## config.mk

```make
export PLATFORM = sky130hd
export DESIGN_NAME = sha1_hash_engine
export DESIGN_NICKNAME = d
export VERILOG_FILES = /design/src/rtl/sha1_pkg.sv /design/src/rtl/sha1_round.sv /design/src/rtl/sha1_msg_sched.sv /design/src/rtl/sha1_hash_engine.sv
export SDC_FILE = /design/constraint.sdc
export NUM_CORES = 2
export LEC_CHECK = 0
export CAP_MARGIN = 20
export CORE_MARGIN = 2
export CORE_UTILIZATION = 55
export DETAILED_ROUTE_END_ITERATION = 16
export DONT_BUFFER_PORTS = 1
export HOLD_SLACK_MARGIN = 0.1
export PLACE_DENSITY = 0.77
export SETUP_SLACK_MARGIN = 0.1
export SLEW_MARGIN = 20
export SYNTH_ARGS = -nofsm -noshare
export SYNTH_HDL_FRONTEND = slang
export SYNTH_SLANG_ARGS = --single-unit
```

## constraint.sdc

```tcl
create_clock -name i_clk -period 22.4 [get_ports i_clk]
set_clock_uncertainty 0.15 [all_clocks]
set_input_delay 4.48 -clock i_clk [delete_from_list [all_inputs] [get_ports i_clk]]
set_output_delay 4.48 -clock i_clk [all_outputs]
set_load 0.01 [all_outputs]
```

## src/rtl/sha1_pkg.sv

```systemverilog
package sha1_pkg;

    typedef struct packed {
        logic [31:0] a;
        logic [31:0] b;
        logic [31:0] c;
        logic [31:0] d;
        logic [31:0] e;
    } t_vars;

    typedef struct packed {
        logic       load_byte;
        logic       shift_word;
        logic [7:0] byte_val;
    } t_sched_ctrl;

    localparam logic [31:0] IV0 = 32'h67452301;
    localparam logic [31:0] IV1 = 32'hEFCDAB89;
    localparam logic [31:0] IV2 = 32'h98BADCFE;
    localparam logic [31:0] IV3 = 32'h10325476;
    localparam logic [31:0] IV4 = 32'hC3D2E1F0;

    localparam logic [31:0] K0 = 32'h5A827999;
    localparam logic [31:0] K1 = 32'h6ED9EBA1;
    localparam logic [31:0] K2 = 32'h8F1BBCDC;
    localparam logic [31:0] K3 = 32'hCA62C1D6;

    localparam logic [7:0] PAD_BYTE = 8'h80;

    // round groups of twenty
    localparam logic [1:0] STG_CH   = 2'd0;
    localparam logic [1:0] STG_PAR1 = 2'd1;
    localparam logic [1:0] STG_MAJ  = 2'd2;
    localparam logic [1:0] STG_PAR2 = 2'd3;

    localparam logic [6:0] LAST_ROUND = 7'd79;

    function automatic logic [31:0] k_for(input logic [1:0] stg);
        logic [31:0] k;
        case (stg)
            STG_CH:   k = K0;
            STG_PAR1: k = K1;
            STG_MAJ:  k = K2;
            default:  k = K3;
        endcase
        return k;
    endfunction

endpackage

```

## src/rtl/sha1_round.sv

```systemverilog
module sha1_round (
    input  sha1_pkg::t_vars i_vars,
    input  logic [31:0]     i_w,
    input  logic [6:0]      i_rnd,
    output sha1_pkg::t_vars o_vars
);

    logic [1:0]  stg;
    logic [31:0] f;
    logic [31:0] tmp;

    always_comb begin
        if (i_rnd < 7'd20) begin
            stg = sha1_pkg::STG_CH;
        end else if (i_rnd < 7'd40) begin
            stg = sha1_pkg::STG_PAR1;
        end else if (i_rnd < 7'd60) begin
            stg = sha1_pkg::STG_MAJ;
        end else begin
            stg = sha1_pkg::STG_PAR2;
        end
    end

    always_comb begin
        case (stg)
            sha1_pkg::STG_CH: begin
                f = (i_vars.b & i_vars.c) | (~i_vars.b & i_vars.d);
            end
            sha1_pkg::STG_MAJ: begin
                f = (i_vars.b & i_vars.c) | (i_vars.b & i_vars.d) | (i_vars.c & i_vars.d);
            end
            default: begin
                f = i_vars.b ^ i_vars.c ^ i_vars.d;
            end
        endcase
    end

    assign tmp = {i_vars.a[26:0], i_vars.a[31:27]} + f + i_vars.e + i_w
               + sha1_pkg::k_for(stg);

    assign o_vars = '{a: tmp,
                      b: i_vars.a,
                      c: {i_vars.b[1:0], i_vars.b[31:2]},
                      d: i_vars.c,
                      e: i_vars.d};

endmodule

```

## src/rtl/sha1_msg_sched.sv

```systemverilog
module sha1_msg_sched (
    input  logic                  i_clk,
    input  sha1_pkg::t_sched_ctrl i_ctrl,
    output logic [31:0]           o_w
);

    // 64-byte block, byte 0 at the top. During compression the same
    // register is the 16-word schedule window, word 0 being W[t].
    logic [511:0] r_blk;
    logic [31:0]  w_new;
    logic [31:0]  w_mix;

    assign w_mix = r_blk[95:64] ^ r_blk[255:224] ^ r_blk[447:416] ^ r_blk[511:480];
    assign w_new = {w_mix[30:0], w_mix[31]};
    assign o_w   = r_blk[511:480];

    always_ff @(posedge i_clk) begin
        if (i_ctrl.load_byte) begin
            r_blk <= {r_blk[503:0], i_ctrl.byte_val};
        end else if (i_ctrl.shift_word) begin
            r_blk <= {r_blk[479:0], w_new};
        end
    end

endmodule

```

## src/rtl/sha1_hash_engine.sv

```systemverilog
// Byte without end mark: taken while idle; ready again the next cycle unless it completes a block.
// A byte that completes a block keeps the engine busy through the rounds and the add.
// End mark: one pad byte per cycle outside compression (9 to 72 pad bytes), each padded block
// compressed as above, then five digest words, one per cycle when the sink does not stall.
// Reset is synchronous, active low: counters cleared, chaining value set to
// the initial words; block buffer and round variables are left unset.
module sha1_hash_engine (
    input  logic        i_clk,
    input  logic        i_rst_n,
    input  logic        i_valid,
    output logic        o_stall,
    input  logic [7:0]  i_data_byte,
    input  logic        i_has_byte,
    input  logic        i_last_byte,
    output logic        o_valid,
    input  logic        i_stall,
    output logic [31:0] o_digest_word,
    output logic [2:0]  o_word_index,
    output logic        o_last_word,
    output logic        o_length_overflow
);

    localparam logic [2:0] ST_IDLE = 3'd0;
    localparam logic [2:0] ST_PAD  = 3'd1;
    localparam logic [2:0] ST_COMP = 3'd2;
    localparam logic [2:0] ST_ADD  = 3'd3;
    localparam logic [2:0] ST_OUT  = 3'd4;

    localparam logic [1:0] PH_MARK = 2'd0;
    localparam logic [1:0] PH_ZERO = 2'd1;
    localparam logic [1:0] PH_LEN  = 2'd2;

    localparam logic [2:0] LAST_IDX = 3'd4;

    logic [2:0]  r_state, n_state;
    logic [5:0]  r_cnt, n_cnt;
    logic [63:0] r_bitlen, n_bitlen;
    logic        r_ovf, n_ovf;
    logic [31:0] r_chain [5];
    logic [31:0] n_chain [5];
    sha1_pkg::t_vars r_vars, n_vars;
    logic [6:0]  r_rnd, n_rnd;
    logic [1:0]  r_ph, n_ph;
    logic        r_pad, n_pad;
    logic        r_fin, n_fin;
    logic [2:0]  r_oidx, n_oidx;

    logic                  accept_in;
    logic                  out_acc;
    logic                  absorb;
    logic [7:0]            abs_byte;
    logic [31:0]           w_cur;
    sha1_pkg::t_vars       rnd_out;
    sha1_pkg::t_sched_ctrl sched_ctrl;

    assign o_stall   = (r_state != ST_IDLE);
    assign o_valid   = (r_state == ST_OUT);
    assign accept_in = i_valid && !o_stall;
    assign out_acc   = o_valid && !i_stall;

    sha1_msg_sched u_sched (
        .i_clk  (i_clk),
        .i_ctrl (sched_ctrl),
        .o_w    (w_cur)
    );

    sha1_round u_round (
        .i_vars (r_vars),
        .i_w    (w_cur),
        .i_rnd  (r_rnd),
        .o_vars (rnd_out)
    );

    always_comb begin
        n_state  = r_state;
        n_cnt    = r_cnt;
        n_bitlen = r_bitlen;
        n_ovf    = r_ovf;
        n_chain  = r_chain;
        n_vars   = r_vars;
        n_rnd    = r_rnd;
        n_ph     = r_ph;
        n_pad    = r_pad;
        n_fin    = r_fin;
        n_oidx   = r_oidx;
        absorb   = 1'b0;
        abs_byte = i_data_byte;
        sched_ctrl.shift_word = 1'b0;

        case (r_state)
            ST_IDLE: begin
                if (accept_in) begin
                    if (i_has_byte) begin
                        absorb   = 1'b1;
                        n_bitlen = r_bitlen + 64'd8;
                        if (n_bitlen == 64'd0) begin
                            n_ovf = 1'b1;
                        end
                    end
                    if (i_last_byte) begin
                        n_pad   = 1'b1;
                        n_ph    = PH_MARK;
                        n_state = ST_PAD;
                    end
                end
            end
            ST_PAD: begin
                absorb = 1'b1;
                case (r_ph)
                    PH_MARK: begin
                        abs_byte = sha1_pkg::PAD_BYTE;
                        n_ph     = PH_ZERO;
                    end
                    PH_ZERO: begin
                        if (r_cnt == 6'd56) begin
                            abs_byte = r_bitlen[63:56];
                            n_bitlen = {r_bitlen[55:0], 8'h00};
                            n_ph     = PH_LEN;
                        end else begin
                            abs_byte = 8'h00;
                        end
                    end
                    default: begin
                        abs_byte = r_bitlen[63:56];
                        n_bitlen = {r_bitlen[55:0], 8'h00};
                        if (r_cnt == 6'd63) begin
                            n_fin = 1'b1;
                            n_pad = 1'b0;
                        end
                    end
                endcase
            end
            ST_COMP: begin
                sched_ctrl.shift_word = 1'b1;
                n_vars = rnd_out;
                n_rnd  = r_rnd + 7'd1;
                if (r_rnd == sha1_pkg::LAST_ROUND) begin
                    n_state = ST_ADD;
                end
            end
            ST_ADD: begin
                n_chain[0] = r_chain[0] + r_vars.a;
                n_chain[1] = r_chain[1] + r_vars.b;
                n_chain[2] = r_chain[2] + r_vars.c;
                n_chain[3] = r_chain[3] + r_vars.d;
                n_chain[4] = r_chain[4] + r_vars.e;
                if (r_fin) begin
                    n_state = ST_OUT;
                    n_oidx  = 3'd0;
                end else if (r_pad) begin
                    n_state = ST_PAD;
                end else begin
                    n_state = ST_IDLE;
                end
            end
            ST_OUT: begin
                if (out_acc) begin
                    if (r_oidx == LAST_IDX) begin
                        n_state    = ST_IDLE;
                        n_chain[0] = sha1_pkg::IV0;
                        n_chain[1] = sha1_pkg::IV1;
                        n_chain[2] = sha1_pkg::IV2;
                        n_chain[3] = sha1_pkg::IV3;
                        n_chain[4] = sha1_pkg::IV4;
                        n_cnt      = 6'd0;
                        n_bitlen   = 64'd0;
                        n_ovf      = 1'b0;
                        n_fin      = 1'b0;
                        n_pad      = 1'b0;
                        n_oidx     = 3'd0;
                    end else begin
                        n_oidx = r_oidx + 3'd1;
                    end
                end
            end
            default: begin
                n_state = ST_IDLE;
            end
        endcase

        // a full block kicks off compression from the current chaining value
        if (absorb) begin
            n_cnt = r_cnt + 6'd1;
            if (r_cnt == 6'd63) begin
                n_state = ST_COMP;
                n_rnd   = 7'd0;
                n_vars  = '{a: r_chain[0], b: r_chain[1], c: r_chain[2],
                            d: r_chain[3], e: r_chain[4]};
            end
        end

        sched_ctrl.load_byte = absorb;
        sched_ctrl.byte_val  = abs_byte;
    end

    always_ff @(posedge i_clk) begin
        if (!i_rst_n) begin
            r_state    <= ST_IDLE;
            r_cnt      <= 6'd0;
            r_bitlen   <= 64'd0;
            r_ovf      <= 1'b0;
            r_chain[0] <= sha1_pkg::IV0;
            r_chain[1] <= sha1_pkg::IV1;
            r_chain[2] <= sha1_pkg::IV2;
            r_chain[3] <= sha1_pkg::IV3;
            r_chain[4] <= sha1_pkg::IV4;
            r_rnd      <= 7'd0;
            r_ph       <= PH_MARK;
            r_pad      <= 1'b0;
            r_fin      <= 1'b0;
            r_oidx     <= 3'd0;
        end else begin
            r_state  <= n_state;
            r_cnt    <= n_cnt;
            r_bitlen <= n_bitlen;
            r_ovf    <= n_ovf;
            r_chain  <= n_chain;
            r_rnd    <= n_rnd;
            r_ph     <= n_ph;
            r_pad    <= n_pad;
            r_fin    <= n_fin;
            r_oidx   <= n_oidx;
        end
    end

    always_ff @(posedge i_clk) begin
        r_vars <= n_vars;
    end

    always_comb begin
        case (r_oidx)
            3'd0:    o_digest_word = r_chain[0];
            3'd1:    o_digest_word = r_chain[1];
            3'd2:    o_digest_word = r_chain[2];
            3'd3:    o_digest_word = r_chain[3];
            default: o_digest_word = r_chain[4];
        endcase
    end

    assign o_word_index      = r_oidx;
    assign o_last_word       = (r_oidx == LAST_IDX);
    assign o_length_overflow = r_ovf;

endmodule

```

### Word level (Yosys, flattened, before mapping)

Cells that the tools add are included.
Widths: inputs -> output; s select.

| cells by class | value |
|---|---|
| add/subtract/negate cells | 13 |
| multiply operators | 0 |
| divide/modulo/power cells | 0 |
| magnitude comparators | 3 |
| equality and inequality tests | 26 |
| shifts and indexed selects | 0 |
| multiplexer cells | 68 |
| bitwise gates (word level) | 13 |
| reduce and logical (&&, ||, !) cells | 28 |

Operators by type and width:

| operator | number |
|---|---|
| $mux 512 | 2 |
| $mux 160 | 5 |
| $mux 64 | 5 |
| $pmux 160 s2 | 1 |
| $add 32x32->32 | 9 |
| $pmux 64 s3 | 1 |
| $xor 32x32->32 | 5 |
| $and 32x32->32 | 4 |
| $pmux 32 s4 | 1 |
| $pmux 64 s2 | 1 |
| $or 32x32->32 | 3 |
| $pmux 32 s3 | 1 |
| $add 64x4->64 const B | 1 |
| $logic_not 64->1 | 1 |
| $pmux 32 s2 | 1 |
| $mux 3 | 11 |
| $not 32->32 | 1 |
| $mux 6 | 4 |
| $mux 7 | 3 |
| $mux 1 | 16 |
| $mux 8 | 2 |
| $ne 2x2->1 const B | 8 |
| $pmux 8 s2 | 1 |
| $reduce_bool 2->1 | 8 |
| 30 further kinds | 56 |

| storage, ports and cells | value |
|---|---|
| flip-flop bits (word level) | 920 |
| latch bits | 0 |
| bits in writable memories | 0 |
| memory bits (read-only) | 0 |
| input port bits | 14 |
| output and inout port bits | 39 |
| logic and storage cells | 171 |
| memories | 0 |

### Logic depth before layout (Yosys ltp)

| logic depth | value |
|---|---|
| depth in word-level cells | 13 |
| mapped depth | 26 |
| depth with buffers taken out | 24 |

### Cells and area by module

Synthesis repeated with hierarchy kept, for this count alone.

| second synthesis, totals | value |
|---|---|
| cells, all modules | 5551 |
| area, all modules | 55653.4 um^2 |

Modules (own cells, without submodules):

| module | times used | cells each | area each (um^2) | seq. area each (um^2) |
|---|---|---|---|---|
| sha1_hash_engine | 1 | 3429 | 25383.1 | 8107.8 |
| sha1_msg_sched | 1 | 1246 | 23251.0 | 15374.7 |
| sha1_round | 1 | 876 | 7019.2 | 0.0 |

### Worst setup path before layout

No wires, ideal clock.

| timing | value |
|---|---|
| kind | input to register |
| start point | input i_valid |
| end point | register u_sched.r_blk[0] (enable) |
| library setup time | 3632 ps |
| data arrival time | 13806 ps |
| data required time | 18618 ps |
| setup slack | 4811 ps |
| stages | 6 |
| buffers on the path | 3 |
| cell sequence | a21oi_1 > or3_1 > clkbuf_1 > clkbuf_1 > clkbuf_1 > nand2_1 |

| on the way | value |
|---|---|
| longest elaborated chain between the ends | 4 |

RTL lines:

| what | RTL line | source |
|---|---|---|
| start: declaration | sha1_hash_engine.sv:10 | `input logic i_valid,` |
| $logic_and 1x1->1 | sha1_hash_engine.sv:58 | `assign accept_in = i_valid && !o_stall;` |
| $mux 1 | sha1_hash_engine.sv:92 | `if (accept_in) begin` |
| $pmux 1 s2 | sha1_hash_engine.sv:90 | `case (r_state)` |
| $reduce_bool 2->1 (no source line) | -- |  |
| end signal: assignment | sha1_msg_sched.sv:19 | `r_blk <= {r_blk[503:0], i_ctrl.byte_val};` |
| end signal: assignment | sha1_msg_sched.sv:21 | `r_blk <= {r_blk[479:0], w_new};` |
| end: declaration | sha1_msg_sched.sv:9 | `logic [511:0] r_blk;` |

No other way between the ends.
A chain may end at the register's enable or synchronous reset.

### Worst setup path in the final report

| timing | value |
|---|---|
| start point | register r_oidx[1] (netlist: o_word_index[1]) |
| end point | output o_digest_word[31] |

| on the way | value |
|---|---|
| longest elaborated chain between the ends | 2 |
| elaborated cells between the ends (all ways) | 5 |
| classes of those cells | eq/ne: 3; mux: 1; reduce/logical: 1 |

RTL lines:

| what | RTL line | source |
|---|---|---|
| start: declaration | sha1_hash_engine.sv:46 | `logic [2:0] r_oidx, n_oidx;` |
| start signal: assignment | sha1_hash_engine.sv:222 | `r_oidx <= n_oidx;` |
| $eq 3x2->1 (tied with other cells) | sha1_hash_engine.sv:231 | `case (r_oidx)` |
| $pmux 32 s4 (*) | sha1_hash_engine.sv:231 |  |
| end: declaration | sha1_hash_engine.sv:17 | `output logic [31:0] o_digest_word,` |

Mark *: on every way between the ends. The rest lies on a longest branch, timed or not.

==> impl_metrics.yaml <==
sta:
  worst_pin_slew_ns: 1.10
  relSlewSlack_pct: 26.7
  final_hold_viol_count: 0
  final_max_slew_viol_count: 0
  period_needed_ns: 8.53
  rsz0062_at_grt: "false"
  fin_crit_sh_pct: 38.1
  fmax_ghz: 0.117
  setup_viol: 0
  setup_tns_ns: 0
pwr:
  intPower_mw: 3.10
  p_leak_nw: 24.8
  seq_power_share_pct: 48.5
  peakVddDrop_mv: 0.0721
  power_switching_share_pct: 26.8
  power_frac_comb_pct: 11.9
  switching_power_mw: 1.13
  clock_power_share_pct: 39.7
  powerDensity_nw_per_um2: 73.9
  p_total_mw: 4.24
cts:
  cts_buffers: 98
  clock-root-buffer: "clkbuf_16"
  cts_hold_buffers: 0
  postCtsSetupBuffers: 0
  clk_latency_ns: 0.70
  cts_max_level: 3
  cts_tree: "built"
  cts.repair.resized: 0
  clk_pin_slew_worst_paths_ns: 0.06
  numClockSinks: 917
  clock_path_buffers: 3
die:
  io_pins: 53
  die_height_um: 315
  die_area_um2: 99300
  rows: 114
  start_util_pct: 55.3
  coreArea_um2: 96300
  die_w_um: 315
run_status:
  status: "completed"
detailed_routing:
  num_vias: 44500
  first_iter_violations: 5389
  postRouteWirelength_mm: 145
  final_antenna_net_count: 0
  wl_per_cell_um: 19.4
  drt_drc_violations_left: 0
  firstDrtPassIters: 6
  vias_per_cell: 5.95
grt:
  grt_max_degree: 257
  antenna_found_initial: 2
  grt_pass1_wl_mm: 226
  grt_overflow_total: 0
  gr-usage-all-layers_pct: 28.7
  first_global_vias: 41100
worst_setup_path:
  crit_fanout: 56
  worstSetupStartpointType: "flop"
  cp.required_ns: 17.77
  r2r_start: "r_rnd[4]"
  cp-end-kind: "primary output"
  crit_type: "flop to primary output"
  critPathLaunch: "o_word_index[1]"
  cp.arrival_ns: 3.90
yosys:
  synthArstFlopShare_pct: 0
  netlist_instances: 6309
  synth_top_flop_cell: "edfxtp_1"
  syn_nets: 6654
  synth.top_cell.area_share_pct: 28.9
  synthTopCellsByArea: "edfxtp_1 29%, dfxtp_1 15%, nand2_1 15%"
  ys_seq_elements: 917
  syn_area_um2: 53200
  synth_warnings: 0
  synth.distinct_cells: 93
  postSynthAreaPerCell_um2: 8.43
  synth-edff-count: 512
  yosysTopAreaCell: "edfxtp_1"
  ys_seq_area_share_pct: 44.1
cells_and_area:
  utilization_pct: 59.6
  antenna_cells: 0
  n_fill_cell: 8101
  layout-drive-gt1-share_pct: 4.19
  area_growth_pct: 7.76
  nets: 6465
min_path:
  min_from: "r_rnd[1]"
  hold_class: "flop to flop"
placement:
  numPortBuffers: 0
  place_congestion: 0.966
  dp_hpwl_mm: 99.2
job:
  maxCapViolCount: 0
==> per-layer routing <==
metal | vias up | global-route usage, % | wire (um)
met1 | 21200 | 39.7 | 60800
met4 | 2 | 11.5 | 6190
li1 | 21200 | - | -
met2 | 1855 | 44.9 | 65800
met5 | - | 0 | 9
met3 | 313 | 4.57 | 12300
==> through the flow <==
step | cell area [um^2] | hold WS [ns] | instances | worst slack, ns
6_report | 57300 | 0.334 | 7477 | 13.87
5_1_grt | 57300 | 0.374 | 7477 | 13.74
4_1_cts | 57300 | 0.334 | 7475 | 13.79
3_5_place_dp | 54000 | 0.326 | 7294 | 13.02
3_3_place_gp | 54000 | 0.303 | 7294 | 13.07
2_1_floorplan | 53200 | 0.285 | 6309 | 4.81
==> cells in the mapped netlist, types with 12 or more instances <==
library cell and number:
ha_1 206, o21ai_1 32, a21oi_1 254, o31ai_1 14, o21a_1 33, inv_1 251, a221oi_1 21, nor2_1 494
o211ai_1 14, dfxtp_1 405, xnor2_1 206, a22oi_1 115, nand3_1 64, nor3_1 75, or3_1 16, buf_2 12
xor2_1 95, a31oi_1 194, nand2_1 2063, nor2b_1 26, edfxtp_1 512, nor4_1 24, fa_1 125, a21o_1 98
clkbuf_1 316, o21bai_1 12, nand2b_1 30, o21ai_0 258, and2_1 27, a211oi_1 23, o22ai_1 60, and3_1 32
nand4_1 26
==> sequential cells by signal, indices dropped and copies added, names as in the netlist <==
signal	flops
r_chain	160
u_sched.r_blk	512
r_bitlen	61
r_cnt	6
r_fin	1
o_length_overflow	1
r_vars	160
r_ph	2
r_rnd	7
o_word_index	3
r_pad	1
r_state	3
==> area by class of cell <==
| class | instances | area (um^2) | area share (%) |
|---|---|---|---|
| clock buffers | 125 | 2690 | 4.68 |
| clock inverters | 56 | 608 | 1.06 |
| inverters | 253 | 952 | 1.66 |
| multi-input cells | 4799 | 27600 | 48.1 |
| flip-flops and latches | 917 | 23500 | 41.0 |
| well taps | 1276 | 1600 | 2.78 |
| repair buffers | 51 | 428 | 0.746 |
==> power by group through the flow <==
stage          logic [mW]  registers [mW]  clock network (mW)
6_report            0.502            2.05                1.68
5_1_grt             0.568            2.06                1.76
2_1_floorplan       0.393            2.09                   0
3_3_place_gp        0.481            2.08                   0
4_1_cts             0.503            2.05                1.70
3_5_place_dp        0.499            2.08                   0
==> worst paths after layout <==
check | end | slack [ns] | depth (start not counted)
max reg2reg | r_vars[159] | 15.04 | 25
max | o_digest_word[31] | 13.87 | 7
min | r_rnd[1] | 0.33 | 2
min reg2reg | r_rnd[1] | 0.33 | 2
==> cells in the final DEF, fill, tap and decap left out, drive strengths merged, types with 95 or more instances in the layout <==
| cell type | instances |
|---|---|
| nand2 | 2064 |
| inv | 259 |
| o21ai | 292 |
| nor2 | 494 |
| a21o | 98 |
| ha | 206 |
| fa | 125 |
| xor2 | 95 |
| a22oi | 115 |
| a31oi | 194 |
| a21oi | 255 |
| dfxtp | 405 |
| edfxtp | 512 |
| clkbuf | 125 |
| xnor2 | 206 |
==> critical path, stage by stage, from the launching register on <==
cell	delay, ns
dfxtp_1	0.49
inv_1	0.15
ha_1	0.20
nor2b_2	0.14
buf_4	0.29
or4_2	0.82
buf_4	0.35
a31oi_1	0.72
==> cells by family (layout without fill, tap and decap cells) <==
| logic type | count (synthesis) | count (layout) | share of synthesized area [%] |
|---|---|---|---|
| AO/OA/AOI/OAI | 1240 | 1240 | 14.9 |
| XOR/XNOR | 301 | 301 | 4.95 |
| adder cells (fa/ha/maj) | 332 | 332 | 9.56 |
| buffers and inverters | 593 | 485 | 4.22 |
| flip-flops | 917 | 917 | 44.1 |
| multiplexers | 6 | 6 | 0.122 |
| AND/OR/NAND/NOR | 2920 | 2920 | 22.2 |
(Power assumes the default switching activity.)
